$ cat config.mk
export PLATFORM = sky130hd
export DESIGN_NAME = cas_cell
export DESIGN_NICKNAME = d
export VERILOG_FILES = /design/src/hdl/cas_pkg.sv /design/src/hdl/cas_cell.sv
export SDC_FILE = /design/constraint.sdc
export NUM_CORES = 1
export LEC_CHECK = 0
export BUFFER_PORTS_ARGS = -buffer_cell sky130_fd_sc_hd__buf_2
export CAP_MARGIN = 30
export CORE_MARGIN = 2
export CORE_UTILIZATION = 25
export DETAILED_ROUTE_END_ITERATION = 10
export HOLD_SLACK_MARGIN = 0.03
export PLACE_DENSITY_LB_ADDON = 0.12
export SYNTH_ARGS = -nofsm -noshare
export SYNTH_HDL_FRONTEND = slang
export SYNTH_SLANG_ARGS = --single-unit
$ cat constraint.sdc
create_clock -name clk -period 3.61 [get_ports clk]
set_clock_uncertainty 0.2 [all_clocks]
set_input_delay 0.361 -clock clk [delete_from_list [all_inputs] [get_ports clk]]
set_output_delay 0.361 -clock clk [all_outputs]
set_load 0.1 [all_outputs]
$ cat src/hdl/cas_pkg.sv
`timescale 1ns / 1ps
`default_nettype none
// ----------------------------------------------------------------------------
// cas_pkg: shared definitions for the compacting array store
// Field widths, request and status codes, the control-state type and the
// per-cell control group.
// ----------------------------------------------------------------------------
package cas_pkg;

  // Defaults for the top-level parameters.
  localparam int CAPACITY_DEF    = 1024;
  localparam int VALUE_WIDTH_DEF = 32;

  // Fixed field widths on the stream ports.
  localparam int MODE_W   = 3;
  localparam int INDEX_W  = 10;
  localparam int DATA_W   = 32;
  localparam int COUNT_W  = 11;
  localparam int STATUS_W = 2;

  localparam int IN_TDATA_W  = 48;
  localparam int OUT_TDATA_W = 48;

  // Request codes; codes above the count query also act as a count query.
  localparam logic [MODE_W-1:0] MODE_APPEND = 3'd0;
  localparam logic [MODE_W-1:0] MODE_REMOVE = 3'd1;
  localparam logic [MODE_W-1:0] MODE_READ   = 3'd2;
  localparam logic [MODE_W-1:0] MODE_WRITE  = 3'd3;
  localparam logic [MODE_W-1:0] MODE_COUNT  = 3'd4;

  // Result status codes.
  localparam logic [STATUS_W-1:0] STATUS_OK    = 2'd0;
  localparam logic [STATUS_W-1:0] STATUS_RANGE = 2'd1;
  localparam logic [STATUS_W-1:0] STATUS_FULL  = 2'd2;

  // Control state: idle and ready, or waiting on the read tree.
  typedef enum logic {
    ST_IDLE,
    ST_BUSY
  } cas_state_t;

  // Operation strobe broadcast to every cell for one cycle.
  typedef struct packed {
    logic append;
    logic remove;
    logic write;
  } cas_op_t;

endpackage
`default_nettype wire

$ cat src/hdl/cas_cell.sv
`timescale 1ns / 1ps
`default_nettype none
// ----------------------------------------------------------------------------
// cas_cell: one entry of the store
// Holds the entry at a fixed position, loads it on append or overwrite, takes
// its upper neighbor's entry when a removal closes the gap, and offers the
// entry to the read tree when the request index selects it.
// ----------------------------------------------------------------------------
module cas_cell #(
  parameter int VW  = 32,
  parameter int CW  = 11,
  parameter int POS = 0
) (
  input  wire logic             clk,
  input  wire cas_pkg::cas_op_t op,
  input  wire logic [CW-1:0]    idx,
  input  wire logic [CW-1:0]    cnt,
  input  wire logic [VW-1:0]    wdata,
  input  wire logic [VW-1:0]    up_data,
  output logic      [VW-1:0]    data,
  output logic      [VW-1:0]    leaf
);
  import cas_pkg::*;

  localparam logic [CW-1:0] POS_C  = CW'(POS);
  localparam logic [CW-1:0] POS_P1 = CW'(POS + 1);

  logic [VW-1:0] data_next;
  logic          hit;

  assign hit = (idx == POS_C);

  // Entry update: overwrite, append at the end, or shift down on removal.
  always_comb begin
    data_next = data;
    if (op.write && hit) begin
      data_next = wdata;
    end else if (op.append && (cnt == POS_C)) begin
      data_next = wdata;
    end else if (op.remove && (idx <= POS_C) && (POS_P1 < cnt)) begin
      data_next = up_data;
    end
  end

  always_ff @(posedge clk) begin
    data <= data_next;
  end

  // Only the selected cell drives a nonzero leaf.
  assign leaf = hit ? data : '0;

endmodule
`default_nettype wire

# Yosys cells after proc, flatten, opt, wreduce, memory -nomap -nowiden
# Cells that the tools add are included.
[classes] magnitude_cmp=2 n_mux=4 reduce_logical=7
[op_table] op="$mux 32" count=4
[op_table] op="$logic_not 11->1" count=2
[op_table] op="$le 11x1->1 const B" count=1
[op_table] op="$lt 1x11->1 const A" count=1
[op_table] op="$logic_and 1x1->1" count=4
[op_table] op="$reduce_bool 3->1" count=1
[word_totals] register_bits=32 inputBits=90 out_inout_bits=64 elab_cells=14

# Logic depth before layout (Yosys ltp)
[logic_depth] word_depth=6 ltp_mapped=6 ltp_nobuf=4

# Worst setup path before layout
# No wires, ideal clock.
[synth_path] kind="input-to-output" start="input port idx[1]" end="output port leaf[10]" t_arrival_ns=1.862 t_required_ns=3.049 setup_slack_ns=1.187 path_stages=5 path_buffers=2 path_cell_list="nor4_1 -> and3_1 -> buf_4 -> clkbuf_1 -> and2_1"
[synth_via] elab_chain_len=2
[synth_lines] element="start: declaration" line_no="cas_cell.sv:16" source="input wire logic [CW-1:0] idx,"
[synth_lines] element="$logic_not 11->1" line_no="cas_cell.sv:31" source="assign hit = (idx == POS_C);"
[synth_lines] element="$mux 32" line_no="cas_cell.sv:50" source="assign leaf = hit ? data : '0;"
[synth_lines] element="end: declaration" line_no="cas_cell.sv:21" source="output logic [VW-1:0] leaf"
# Every way passes these cells.

# Final worst setup path
[layout_path] start="input port idx[1]" end="output port leaf[0]"
# Same word-level chain as after synthesis.

==> results.md <==
- Of the available clock period, the critical path in the final layout requires 0.668.
- The multiplexer share of the synthesized area is 0.258.
- The antenna diode count is 0.
- After synthesis the cells add up to roughly 1800 um2.
- The setup violation total in the final timing report is 0.
- The worst ir drop on vdd is approximately 0.095 mV.
- Max-cap violations in this run came to 0.
- The flow ran to the end, and the final reports show no timing, DRC or antenna violations.
- The DRC violation total after the first TritonRoute iteration is 28.
- The simple-gate share of the synthesized area is 0.149.
- Ranked by flip-flop count, first place goes to data.
- The maximum number of pins on one net before global-route repair is 34.
- The non-filler instance count after layout is 371.
- Summed over all failing endpoints, the final setup total negative slack is 0 ns.
- Of the total power, combinational logic draws 0.109.
- In the layout the commonest cells are 153 x buf_2, 32 x and2_1, 32 x edfxtp_1.
- The share of total power in the clock network is 0.342.
- The final wirelength is ~4.7 mm.
- The completed layout was analyzed and its total power is 0.746 mW.
- Of all cell types, the one taking the most synthesized area is edfxtp_1.
- Row generation in the floorplan step produced 31 rows.
- The initial antenna violation count is 0.
- The ratio of cells with drive above 1 in the final layout is 0.735.
- The critical path ends at leaf[0].
- The sink count of the clock tree is 32.
- In the final routed layout, each cell accounts on average for roughly 13 um.
- The vias per cell is approximately 3.9.
- TritonCTS built the clock tree.
- The final hold violation count came to 0.
- For this run, design rule violations remaining after detail routing come to 0.
- The clock passes through at most 2 buffers.
- The startpoint type of the worst setup path is a primary input.
- The global route total overflow is 0.
- In the post-route analysis, the smallest setup slack over all paths is 1.20 ns.
- Compared with the post-synthesis result, the final layout area differs by 50.7%.
- Buffers inserted to repair hold after CTS numbered 0.
- The floorplan step set the die height to roughly 89 um.
- The combined global-route utilization of all metal layers is 0.112.
- Of the total power, the share spent switching nets is 0.194.
- The maximum frequency from static timing analysis is 0.414 GHz.
- The cell area power density is ~270 nW/um2.
- The pre-CTS setup slack is ~1.0 ns.
- The core region is between 7000 and 8000 um2.
- The largest registers in the layout are data: 32 flops.
- The final route contains 1443 vias.
- The most frequent standard cell in the layout excluding fill and tap cells is buf_2.
- The number of warnings printed during yosys synthesis is 0.
- The post-layout instance area is 2740 um2.
- The number of routed nets with antenna violations is 0.
- For the pin with the worst max-slew slack, the measured transition is 0.499 ns.
- The initial core utilization is 0.255.
- The data arrival time of the critical path is 1.85 ns.
- The worst setup path category is primary input to output port.
- In this run the static leakage power is 1.33 nW.
- In this run the worst setup path begins at idx[1].
- The tree is rooted in a clkbuf_8.
- Of the total synthesized cell area, the portion taken by XOR and XNOR cells is 0.
- The area of all sequential standard cells is 961 um2.
- The number of buffers inserted during clock tree synthesis is 5.
- The average cell area after synthesis is about 16 um2.
- For this run, the post-layout net count is between 300 and 400.
- STA puts the critical path data required time at 3.05 ns.
- Sorting the synthesized cells by area gives the leading types as edfxtp_1 53%, mux2_4 24%, and2_1 11%, buf_12 3.3%, mux2_2 1.9%.
- The largest driver fanout on the critical path is 33.
- Setup repair after global routing left no endpoint under its margin.
- Counting I/O delays and the setup requirement, the final critical path takes 2.41 ns.
- After clock tree synthesis, the clock-pin slew on the worst setup and hold paths is 0.06 ns.
- Yosys mapped the design onto 16 distinct sky130hd cell types.
- The total die area is 7960 um2.
- The worst pin sits at a relative slew slack of 0.670.
- The HPWL after detailed placement is between 3 and 4 mm.
- The complex-gate fraction of the synthesized area is 0.0200.
- The number of max-slew violations in the final report is 0.
- The global placer's final weighted congestion is 0.670.
- The share of total power dissipated in sequential elements is 0.549.
- The placed cell area is 2660 um2.
- The number of flip-flops under the largest register name is 32.
- The main combinational cell family by area after synthesis is multiplexers.
- The number of nets handed over by synthesis was 204.
- The number of search-and-repair iterations in the first detailed-routing pass is 3.
- The maximum level of the CTS H-tree is 2.
- The width of the die is slightly below 90 um.
- The via count of the first global-routing pass is 1323.
- In this run the count of I/O pins placed on the die edge is 154.
- The number of fillers in the final layout is 751.
- Synthesis produced 114 cells.
- The class of the most critical hold timing path is primary input to flop.
- The cell-internal power is 0.601 mW.
- The first global-routing pass estimated 6.49 mm of wire.
- The proportion of synthesized chip area in sequential cells is 0.529.
- Synthesis inferred 32 register bits.
- Once placement completed, the tool counted placed cells totaling 363.
- The number of gates resized after cts is 0.
- The total area of multi-input combinational cells is 777 um2.
- Of the total synthesized cell area, the portion taken by full adders, half adders and majority gates is 0.
- Buffers placed on the I/O ports in this run total 153.
- The worst setup path is captured at an output port.
- The number of buffers inserted to repair setup after CTS is 0.
- The proportion of netlist area held by the largest area contributor is 0.529.
- For this design the total switching power over the nets is 0.145 mW.
[how the worst min path moves through the flow]
stage	startpoint	end	slack [ns]	cells after the start
after CTS	wdata[8]	data[8]	0.16	2
after global routing	up_data[10]	data[10]	0.16	2
after global placement	up_data[24]	data[24]	0.46	2
after floorplan	wdata[10]	data[10]	0.38	1
after detailed placement	wdata[19]	data[19]	0.46	2
final	up_data[10]	data[10]	0.18	2
[kinds of logic (layout without fill, tap and decap cells)]
family	Yosys count	count (layout)
and+or+nand+nor	41	41
muxes	32	32
DFF	32	32
buffers and inverters	7	165
AOI/OAI and AO/OA	2	2
[synth_stat cells]
| library cell | n |
|---|---|
| nor4_1 | 2 |
| nand3_2 | 1 |
| and2_1 | 32 |
| mux2_4 | 29 |
| edfxtp_1 | 32 |
| mux2_2 | 3 |
| nor2_1 | 1 |
| or2b_2 | 1 |
| nor3_1 | 1 |
| nor4_2 | 2 |
| buf_12 | 3 |
| o2bb2ai_4 | 1 |
| buf_4 | 1 |
| a31o_2 | 1 |
| clkbuf_1 | 3 |
| and3_1 | 1 |
[layer usage]
metal / up-vias / track usage / share of wire
li1: 727 / - / -
met1: 630 / 0.127 / 0.40
met3: 6 / 0.0369 / 0.088
met2: 80 / 0.197 / 0.50
met5: - / 0 / 0
met4: 0 / 0.0393 / 0.012
[stage by stage]
stage / hold slack, ns / utilization
floorplan: 0.378 / -
global placement: 0.461 / 0.372
detailed placement: 0.464 / 0.372
CTS: 0.165 / 0.384
global route: 0.159 / 0.384
finish: 0.180 / 0.384
[power by group through the flow]
stage	Combinational, mW	Clock [mW]	Sequential (mW)
global route	0.0889	0.285	0.409
finish	0.0816	0.255	0.409
detailed placement	0.0827	0	0.417
CTS	0.0826	0.272	0.409
floorplan	0.0292	0	0.420
global placement	0.0805	0	0.417
[area by class of cell]
class | count | share of cell area
Timing Repair Buffer | 157 | 0.291
Sequential cell | 32 | 0.351
Tap cell | 99 | 0.0452
Clock inverter | 1 | 0.00137
Clock buffer | 7 | 0.0279
Multi-Input combinational cell | 75 | 0.284
[critical path, stage by stage]
cell,delay [ns]
buf_2,0.10
nor4_1,0.23
and3_1,0.27
buf_4,0.30
and2_1,0.16
buf_2,0.42
Power figures use the tool's default switching activity.
